$ cat src/design/grs_pkg.sv
// Shared types for the group reverse stream block.
package grs_pkg;

  typedef enum logic [1:0] {
    ST_COLLECT,
    ST_DRAIN_REV,
    ST_DRAIN_FWD
  } state_t;

  // Shift command broadcast to every cell of the chain.
  typedef struct packed {
    logic shr;  // take the left neighbor's word (push side)
    logic shl;  // take the right neighbor's word (pop side)
  } shift_t;

  // Result-side status from the controller to the top level.
  typedef struct packed {
    logic valid;
    logic run_end;
    logic seq_end;
    logic from_tail;  // result sits in the last cell instead of the first
  } out_stat_t;

  localparam int unsigned DATA_W = 32;
  localparam int unsigned CFG_W  = 5;

endpackage

$ cat src/design/grs_cell.sv
// One storage cell of the bidirectional shift chain.
module grs_cell (
  input  logic                         clk,
  input  grs_pkg::shift_t              sh,
  input  logic [grs_pkg::DATA_W-1:0]   from_prev,
  input  logic [grs_pkg::DATA_W-1:0]   from_next,
  output logic [grs_pkg::DATA_W-1:0]   q
);
  import grs_pkg::*;

  always_ff @(posedge clk) begin
    if (sh.shr) begin
      q <= from_prev;
    end else if (sh.shl) begin
      q <= from_next;
    end
  end

endmodule

$ cat src/design/grs_ctrl.sv
// Sequencer: fill tracking, group size register, drain counting and handshakes.
module grs_ctrl #(
  parameter int unsigned MAX_GROUP = 16
) (
  input  logic                       clk,
  input  logic                       rst,
  input  logic                       cfg_we,
  input  logic [grs_pkg::CFG_W-1:0]  cfg_data,
  input  logic                       in_valid,
  input  logic                       in_last,
  output logic                       in_ready,
  input  logic                       out_ready,
  output grs_pkg::out_stat_t         stat,
  output grs_pkg::shift_t            sh
);
  import grs_pkg::*;

  localparam int unsigned CNT_W = $clog2(MAX_GROUP + 1);
  localparam int unsigned IDX_W = (MAX_GROUP > 1) ? $clog2(MAX_GROUP) : 1;

  state_t               state, state_next;
  logic [CFG_W-1:0]     group_size;
  logic [CNT_W-1:0]     fill;
  logic [CNT_W-1:0]     remaining;
  logic [IDX_W-1:0]     pos;
  logic                 seq_end;

  logic [7:0]           k_eff;
  logic [7:0]           n_ext;
  logic                 in_acc;
  logic                 out_acc;
  logic                 group_full;
  logic                 final_one;
  logic                 at_tail;

  always_comb begin
    if (group_size == '0) begin
      k_eff = 8'd1;
    end else if ({3'b000, group_size} > 8'(MAX_GROUP)) begin
      k_eff = 8'(MAX_GROUP);
    end else begin
      k_eff = {3'b000, group_size};
    end
  end

  assign n_ext      = 8'(fill) + 8'd1;
  assign group_full = (n_ext >= k_eff);
  assign in_acc     = in_valid && in_ready;
  assign out_acc    = stat.valid && out_ready;
  assign final_one  = (remaining == CNT_W'(1));
  assign at_tail    = (pos == IDX_W'(MAX_GROUP - 1));

  // Next state
  always_comb begin
    state_next = state;
    unique case (state)
      ST_COLLECT: begin
        if (in_acc) begin
          if (group_full) begin
            state_next = ST_DRAIN_REV;
          end else if (in_last) begin
            state_next = ST_DRAIN_FWD;
          end
        end
      end
      ST_DRAIN_REV, ST_DRAIN_FWD: begin
        if (out_acc && final_one) begin
          state_next = ST_COLLECT;
        end
      end
      default: state_next = ST_COLLECT;
    endcase
  end

  // Outputs
  always_comb begin
    in_ready       = 1'b0;
    stat.valid     = 1'b0;
    stat.run_end   = final_one;
    stat.seq_end   = 1'b0;
    stat.from_tail = 1'b0;
    sh.shr         = 1'b0;
    sh.shl         = 1'b0;
    unique case (state)
      ST_COLLECT: begin
        in_ready = 1'b1;
        sh.shr   = in_acc;
      end
      ST_DRAIN_REV: begin
        stat.valid   = 1'b1;
        stat.seq_end = final_one && seq_end;
        sh.shl       = out_acc;
      end
      ST_DRAIN_FWD: begin
        // walk the oldest item to the last cell, then pop from there
        stat.valid     = at_tail;
        stat.seq_end   = final_one;
        stat.from_tail = 1'b1;
        sh.shr         = !at_tail || out_ready;
      end
      default: begin
        in_ready = 1'b0;
      end
    endcase
  end

  always_ff @(posedge clk) begin
    if (rst) begin
      state      <= ST_COLLECT;
      group_size <= CFG_W'(1);
      fill       <= '0;
      remaining  <= '0;
      pos        <= '0;
      seq_end    <= 1'b0;
    end else begin
      state <= state_next;
      if (cfg_we) begin
        group_size <= cfg_data;
      end
      if (in_acc) begin
        if (group_full || in_last) begin
          fill      <= '0;
          remaining <= CNT_W'(n_ext);
          pos       <= IDX_W'(fill);
          seq_end   <= in_last;
        end else begin
          fill <= CNT_W'(n_ext);
        end
      end
      if (out_acc) begin
        remaining <= remaining - CNT_W'(1);
      end
      if (state == ST_DRAIN_FWD && !at_tail) begin
        pos <= pos + IDX_W'(1);
      end
    end
  end

endmodule

$ cat src/design/group_reverse_stream_core.sv
// Top level of the group reverse stream block: cell chain, controller, assertions.
//
// Items enter a row of MAX_GROUP word cells, newest at the first cell, one per
// cycle while no group is being emitted. When a group reaches the configured
// size k (clamped to 1..MAX_GROUP) it is popped newest first from the first
// cell, one result per cycle while out_ready is high. A partial group closed
// by last_item is shifted toward the last cell until its oldest item reaches
// it, then popped there in arrival order. Input is held off (in_ready low)
// from the transaction that closes a group until its final result is taken;
// the shift chain itself is the output register. Write group_size through
// cfg_we and cfg_data only while the block is idle.
module group_reverse_stream_core #(
  parameter int unsigned MAX_GROUP = 16
) (
  input  logic                              clk,
  input  logic                              rst,
  input  logic                              cfg_we,
  input  logic [grs_pkg::CFG_W-1:0]         cfg_data,
  input  logic                              in_valid,
  output logic                              in_ready,
  input  logic signed [grs_pkg::DATA_W-1:0] value,
  input  logic                              last_item,
  output logic                              out_valid,
  input  logic                              out_ready,
  output logic signed [grs_pkg::DATA_W-1:0] out_value,
  output logic                              last_of_run,
  output logic                              end_of_sequence
);
  import grs_pkg::*;

  shift_t              sh;
  out_stat_t           stat;
  logic [DATA_W-1:0]   cell_q [MAX_GROUP];

  grs_ctrl #(
    .MAX_GROUP (MAX_GROUP)
  ) u_ctrl (
    .clk       (clk),
    .rst       (rst),
    .cfg_we    (cfg_we),
    .cfg_data  (cfg_data),
    .in_valid  (in_valid),
    .in_last   (last_item),
    .in_ready  (in_ready),
    .out_ready (out_ready),
    .stat      (stat),
    .sh        (sh)
  );

  for (genvar i = 0; i < MAX_GROUP; i++) begin : g_cell
    logic [DATA_W-1:0] prev_d;
    logic [DATA_W-1:0] next_d;

    if (i == 0) begin : g_head
      assign prev_d = value;
    end else begin : g_mid
      assign prev_d = cell_q[i-1];
    end
    if (i == MAX_GROUP - 1) begin : g_tail
      assign next_d = cell_q[i];
    end else begin : g_inner
      assign next_d = cell_q[i+1];
    end

    grs_cell u_cell (
      .clk       (clk),
      .sh        (sh),
      .from_prev (prev_d),
      .from_next (next_d),
      .q         (cell_q[i])
    );
  end

  assign out_valid       = stat.valid;
  assign out_value       = stat.from_tail ? $signed(cell_q[MAX_GROUP-1]) : $signed(cell_q[0]);
  assign last_of_run     = stat.run_end;
  assign end_of_sequence = stat.seq_end;

  // Input and output never both open: one group in flight at a time.
  a_no_overlap: assert property (@(posedge clk) disable iff (rst)
    !(in_ready && out_valid))
    else $error("input open while a result is pending");

  a_seq_end_on_run_end: assert property (@(posedge clk) disable iff (rst)
    (out_valid && end_of_sequence) |-> last_of_run)
    else $error("end_of_sequence without last_of_run");

  // After the final result of a burst is taken, input reopens.
  a_reopen: assert property (@(posedge clk) disable iff (rst)
    (out_valid && out_ready && last_of_run) |=> in_ready)
    else $error("input not reopened after burst end");

  // A closing transaction starts a drain: input closes on the next cycle.
  a_close: assert property (@(posedge clk) disable iff (rst)
    (in_valid && in_ready && last_item) |=> !in_ready)
    else $error("input still open after sequence end");

endmodule
$ cat config.mk
export PLATFORM = sky130hd
export DESIGN_NAME = group_reverse_stream_core
export DESIGN_NICKNAME = d
export VERILOG_FILES = /design/src/design/grs_pkg.sv /design/src/design/grs_cell.sv /design/src/design/grs_ctrl.sv /design/src/design/group_reverse_stream_core.sv
export SDC_FILE = /design/constraint.sdc
export NUM_CORES = 1
export LEC_CHECK = 0
export ABC_CLOCK_PERIOD_IN_PS = 17900
export CAP_MARGIN = 15
export CORE_MARGIN = 4
export CORE_UTILIZATION = 42
export DETAILED_ROUTE_END_ITERATION = 12
export DONT_BUFFER_PORTS = 1
export GPL_TIMING_DRIVEN = 0
export RECOVER_POWER = 50
export SYNTH_ARGS = -nofsm -noshare
export SYNTH_HDL_FRONTEND = slang
export SYNTH_SLANG_ARGS = --single-unit
$ cat constraint.sdc
create_clock -name clk -period 17.9 [get_ports clk]
set_clock_uncertainty 0.1 [all_clocks]
set_input_delay 2.685 -clock clk [delete_from_list [all_inputs] [get_ports clk]]
set_output_delay 2.685 -clock clk [all_outputs]
set_load 0.01 [all_outputs]
# ---- After elaboration in Yosys (flattened, before gate mapping)
# Cells that the tools add are included.
dict set report totals {
  reg_bits 534
  in_bits 43
  output_inout_bits 36
  word_cells 105
}
dict set report classes {
  addsub 3
  n_lt_le_gt_ge 2
  eq_ne 7
  n_mux 51
  reduce_logical 20
}
# cell count
set op_table {}
lappend op_table {{$mux 32} 31}
lappend op_table {{$mux 5} 5}
lappend op_table {{$mux 4} 3}
lappend op_table {{$reduce_bool 2->1} 5}
lappend op_table {{$ge 8x8->1} 1}
lappend op_table {{$mux 2} 4}
lappend op_table {{$mux 8} 1}
lappend op_table {{$add 5x1->6 const B} 1}
lappend op_table {{$pmux 1 s2} 3}
lappend op_table {{$reduce_and 2->1} 3}
lappend op_table {{$eq 5x1->1 const B} 1}
lappend op_table {{$gt 5x5->1 const B} 1}
lappend op_table {{$logic_and 1x1->1} 5}
lappend op_table {{$logic_not 5->1} 1}
lappend op_table {{$sub 5x1->5 const B} 1}
lappend op_table {{$add 4x1->4 const B} 1}
lappend op_table {{$eq 4x4->1 const B} 1}
lappend op_table {{$ne 2x1->1 const B} 2}
lappend op_table {{$pmux 2 s2} 1}
lappend op_table {{$mux 1} 3}
lappend op_table {{$ne 3x2->1 const B} 1}
lappend op_table {{$reduce_and 3->1} 1}
lappend op_table {{$eq 2x1->1 const B} 1}
lappend op_table {{$eq 2x2->1 const B} 1}
lappend op_table {{other kinds (4)} 5}

# ---- Depth between registers and ports, before layout
dict set report depth {
  depth_word 8
  mapped_depth 10
  mapped_depth_nobuf 9
}

# ---- Hierarchy
# Synthesis repeated with hierarchy kept, for this count alone.
dict set report unflattened {
  hier_cells 1318
  hier_area_um2 26178.9
}
# module n_inst cells_each area_per_inst_um2 seq_area_each_um2
set modules_own_cells {}
lappend modules_own_cells {grs_cell 16 69 1507.7 960.9}
lappend modules_own_cells {grs_ctrl 1 178 1511.4 440.4}
lappend modules_own_cells {group_reverse_stream_core 1 36 544.3 0.0}

# ---- Worst setup path before layout
# OpenSTA, ideal clock, no wires.
dict set report synth_path {
  path_type {input to register}
  start {input port in_valid}
  end {register g_cell[0].u_cell.q[0] (netlist name), enable pin}
  setup_time_ps 845
  t_arrival_ps 12843
  required_time_ps 16955
  slack_ps 4113
  cell_stages 6
  n_path_buf 2
  cell_sequence {nand2_1 -> and3_1 -> buf_2 -> clkinv_1 -> buf_2 -> a21o_1}
}
dict set report synth_between {
  elab_chain_len 3
}
# item line_no
set synth_lines {}
lappend synth_lines {{start: declaration} group_reverse_stream_core.sv:19} ;# input logic in_valid,
lappend synth_lines {{$logic_and 1x1->1} grs_ctrl.sv:48} ;# assign in_acc = in_valid && in_ready;
lappend synth_lines {{$pmux 1 s2} grs_ctrl.sv:84} ;# unique case (state)
lappend synth_lines {{$reduce_bool 2->1 (no source line)} --}
lappend synth_lines {{end signal: assignment} grs_cell.sv:13} ;# q <= from_prev;
lappend synth_lines {{end signal: assignment} grs_cell.sv:15} ;# q <= from_next;
lappend synth_lines {{end: declaration} grs_cell.sv:7} ;# output logic [grs_pkg::DATA_W-1:0] q
# No other way between the ends.
# A chain may end at the register's enable or synchronous reset.

# ---- Worst setup path after layout
dict set report layout_path {
  start {input port in_valid}
  end {register g_cell[1].u_cell.q[11] (netlist name), enable pin}
}
dict set report layout_between {
  elab_chain_len 3
}
# item line_no
set layout_lines {}
lappend layout_lines {{$logic_and 1x1->1} grs_ctrl.sv:48}
lappend layout_lines {{$pmux 1 s2} grs_ctrl.sv:84}
lappend layout_lines {{$reduce_bool 2->1 (no source line)} --}
lappend layout_lines {{end signal: assignment} grs_cell.sv:13}
lappend layout_lines {{end signal: assignment} grs_cell.sv:15}
lappend layout_lines {{end: declaration} grs_cell.sv:7}
# No other way between the ends.

==> impl_metrics.py <==
metrics = {
    "timing": {
        "hold_slack_ns": 0.351,
        "finalSetupTns_ns": 0,
        "fin_crit_ns": 6.48,
        "slew_viol_final": 46,
        "timing.slew.headroom": -0.359,
        "finalSetupViolations": 0,
        "min_period_over_period": 0.362,
        "worst_pin_slew_ns": 2.04,
        "maxClockFrequency_ghz": 0.154,
        "hold_viol": 0,
        "rsz0062_at_grt": "no",
    },
    "finish": {
        "antennaDiodeCount": 0,
        "drive_above_1_share": 0.0643,
        "n_fill_cell": 5025,
        "fin_area_mm2": 0.0259,
        "fin_cells": 3076,
        "fin_nets": 2391,
        "syn2layout_area_growth_pct": 11.9,
    },
    "clock_tree": {
        "numCtsBuffers": 59,
        "clk_path_buf_depth": 3,
        "clk_pin_slew_ns": 0.06,
        "post_cts_resize_count": 0,
        "cts.htree.levels": 2,
        "cts_sinks": 534,
        "insertion_delay_ns": 0.62,
        "cts_root_buf": "clkbuf_16",
        "postCtsSetupRepairBufs": 0,
        "cts_tree": "built",
        "ctsHoldBuffers": 0,
    },
    "pwr": {
        "power_density_mw_per_mm2": 201,
        "ir_drop_v": 0.0000848,
        "p_leak_nw": 11.1,
        "total_power_mw": 5.19,
    },
    "global_route": {
        "grt_pass1_wl_um": 88900,
        "grt.total_usage": 0.187,
        "grt_max_degree": 76,
        "grt_pass1_vias": 16600,
        "grt_overflow_total": 0,
        "antenna_found_initial": 0,
    },
    "hold_path": {
        "hold_path_class": "flip-flop to flip-flop",
        "whs_endpoint": "g_cell[15].u_cell.q[3]$_DFFE_PP_",
        "min-delay-start": "g_cell[14].u_cell.q[3]$_DFFE_PP_",
        "hold_depth": 0,
    },
    "synthesis": {
        "synth-main-ff-cell": "edfxtp_1",
        "synth_nets": 2323,
        "ys_types": 48,
        "async_flop_share": 0,
        "synth.yosys.seq_area_share": 0.684,
        "ys.warnings.count": 0,
        "synthCells": 2268,
        "syn-cell-area_mm2": 0.0231,
        "synth_edf_count": 512,
        "avgSynthCellArea_um2": 10.2,
        "ys_ff_latch": 534,
    },
    "setup_path": {
        "required_ns": 18.08,
        "crit_buf_inv": 6,
        "crit_path_cell_trace": "nand2_1 -> and3_1 -> clkbuf_1 -> clkinv_1 -> clkbuf_1 -> a21o_1 -> buf_16 -> buf_16 -> buf_16",
        "rr_startpoint": "u_ctrl.state[0]$_SDFFE_PP0P_",
        "crit_cells": 9,
        "worst_path_largest_cell_delay_ns": 1.53,
        "cp_max_fo": 75,
        "r2r_setup_slack_ns": 12.65,
        "path_class": "primary input to flip-flop",
        "arrival_ns": 6.66,
        "worstRegToRegCells": 11,
        "start_kind": "primary input",
        "cp_top_family": "buffers and inverters",
        "r2r-end": "g_cell[1].u_cell.q[11]$_DFFE_PP_",
        "endpoint_kind": "flip-flop",
        "cp_common_cell": "buf_16",
        "worst_path_max_delay_cell": "a21o_1",
    },
    "placed_design": {
        "gp_congestion": 0.807,
        "placement.cell_area_mm2": 0.0242,
        "io_buffers": 0,
        "hpwl_um": 41300,
        "dp_cells": 2971,
    },
    "drt": {
        "drt-vias-per-instance": 5.16,
        "routed_wl_um": 56500,
        "vias": 15900,
        "drc": 0,
        "ant_nets": 0,
        "drt_first_pass_iters": 5,
        "drtIter0Drc": 1081,
        "avgRoutedWirePerCell_um": 18.4,
    },
    "outcome": {
        "failed_checks": "capacitance limit, slew limit",
        "status": "finished, violations left",
    },
    "floorplan": {
        "rows": 85,
        "start_util": 0.427,
        "coreArea_mm2": 0.0541,
        "die_y_um": 243,
        "dieArea_mm2": 0.0589,
        "ioPinCount": 79,
        "die_x_um": 243,
    },
    "run": {
        "drv_cap": 1,
    },
}
synthesized netlist by cell type, drive strengths merged (2+ instances only):
cell       n  area [um^2]
dfxtp     22          440
mux2i      6         60.1
o221ai     2         17.5
and3       3         18.8
inv        9         33.8
nand4      5         31.3
a21boi     2         15.0
nor2       9         33.8
ha        12          150
a31o       2         17.5
edfxtp   512        15400
a21oi      6         30.0
xnor2      2         17.5
a21o       2         16.3
mux2      33          372
a311oi     2         41.3
xor2       2         17.5
nand2   1459         5480
o32ai      2         17.5
and2       3         18.8
o21ai      8         47.6
o211ai     4         30.0
nor4b      2         17.5
a211oi     3         22.5
buf       81          419
a31oi      8         50.1
nand3      7         35.0
nand2b     2         12.5
or3        4         25.0
clkbuf    40          150
o21a       4         30.0
cell type report:
| cell class | instances | area, um^2 | area share |
|---|---|---|---|
| sequential | 534 | 15800 | 0.611 |
| clock inverter | 28 | 214 | 0.00827 |
| tap | 696 | 871 | 0.0336 |
| multi-input combinational | 1603 | 6690 | 0.258 |
| buffer | 121 | 505 | 0.0195 |
| clock buffer | 77 | 1570 | 0.0605 |
| timing repair buffer | 7 | 185 | 0.00715 |
| inverter | 10 | 37.5 | 0.00145 |
worst max-delay path by stage:
stage / to / slack [ns] / start
6_report: g_cell[1].u_cell.q[11]$_DFFE_PP_ / 11.42 / in_valid
5_1_grt: g_cell[3].u_cell.q[13]$_DFFE_PP_ / 11.13 / in_valid
4_1_cts: end_of_sequence / 12.02 / u_ctrl.state[0]$_SDFFE_PP0P_
3_5_place_dp: g_cell[0].u_cell.q[13]$_DFFE_PP_ / 12.05 / in_valid
3_3_place_gp: g_cell[0].u_cell.q[14]$_DFFE_PP_ / -0.30 / in_valid
2_1_floorplan: g_cell[0].u_cell.q[0]$_DFFE_PP_ / 4.11 / in_valid
state kept, by name, indices dropped and copies added, names as in the netlist:
| signal | flops |
|---|---|
| u_ctrl.fill | 5 |
| u_ctrl.state | 2 |
| u_ctrl.remaining | 5 |
| u_ctrl.pos | 4 |
| u_ctrl.seq_end | 1 |
| u_ctrl.group_size | 5 |
| g_cell.u_cell.q | 512 |
stage by stage:
step	util	worst slack, ns
6_report	0.478	11.42
3_5_place_dp	0.447	12.05
4_1_cts	0.480	12.02
2_1_floorplan	-	4.11
5_1_grt	0.478	11.13
3_3_place_gp	0.443	-0.295
layer usage:
layer	wire length (um)	track usage	up-vias
met5	0	0	-
met4	2530	0.0856	0
met3	2090	0.0268	84
met2	27400	0.313	273
met1	24500	0.244	7941
li1	-	-	7579
power by group:
group / switching (mW) / internal [mW]
registers: 0.389 / 2.31
logic: 0.940 / 0.408
clock network: 0.490 / 0.653
cells by family after synthesis:
kind of cell,count (synthesis),share of synthesized area
simple gates,1499,0.247
fa+ha+maj,12,0.00649
buf+inv,131,0.0262
mux,39,0.0187
compound gates,49,0.0168
xor+xnor,4,0.00151
flops,534,0.684
cell usage in the layout, fill, tap and decap left out, drive strengths merged, types with 6 or more instances in the layout:
cell type  count
mux2          33
edfxtp       512
clkinv        25
nand3          7
inv           10
nor2           9
a21oi          6
nand2       1459
o21ai          8
a31oi          8
ha            12
mux2i          6
dfxtp         22
clkbuf       166
buf           39
(Power assumes the default switching activity.)
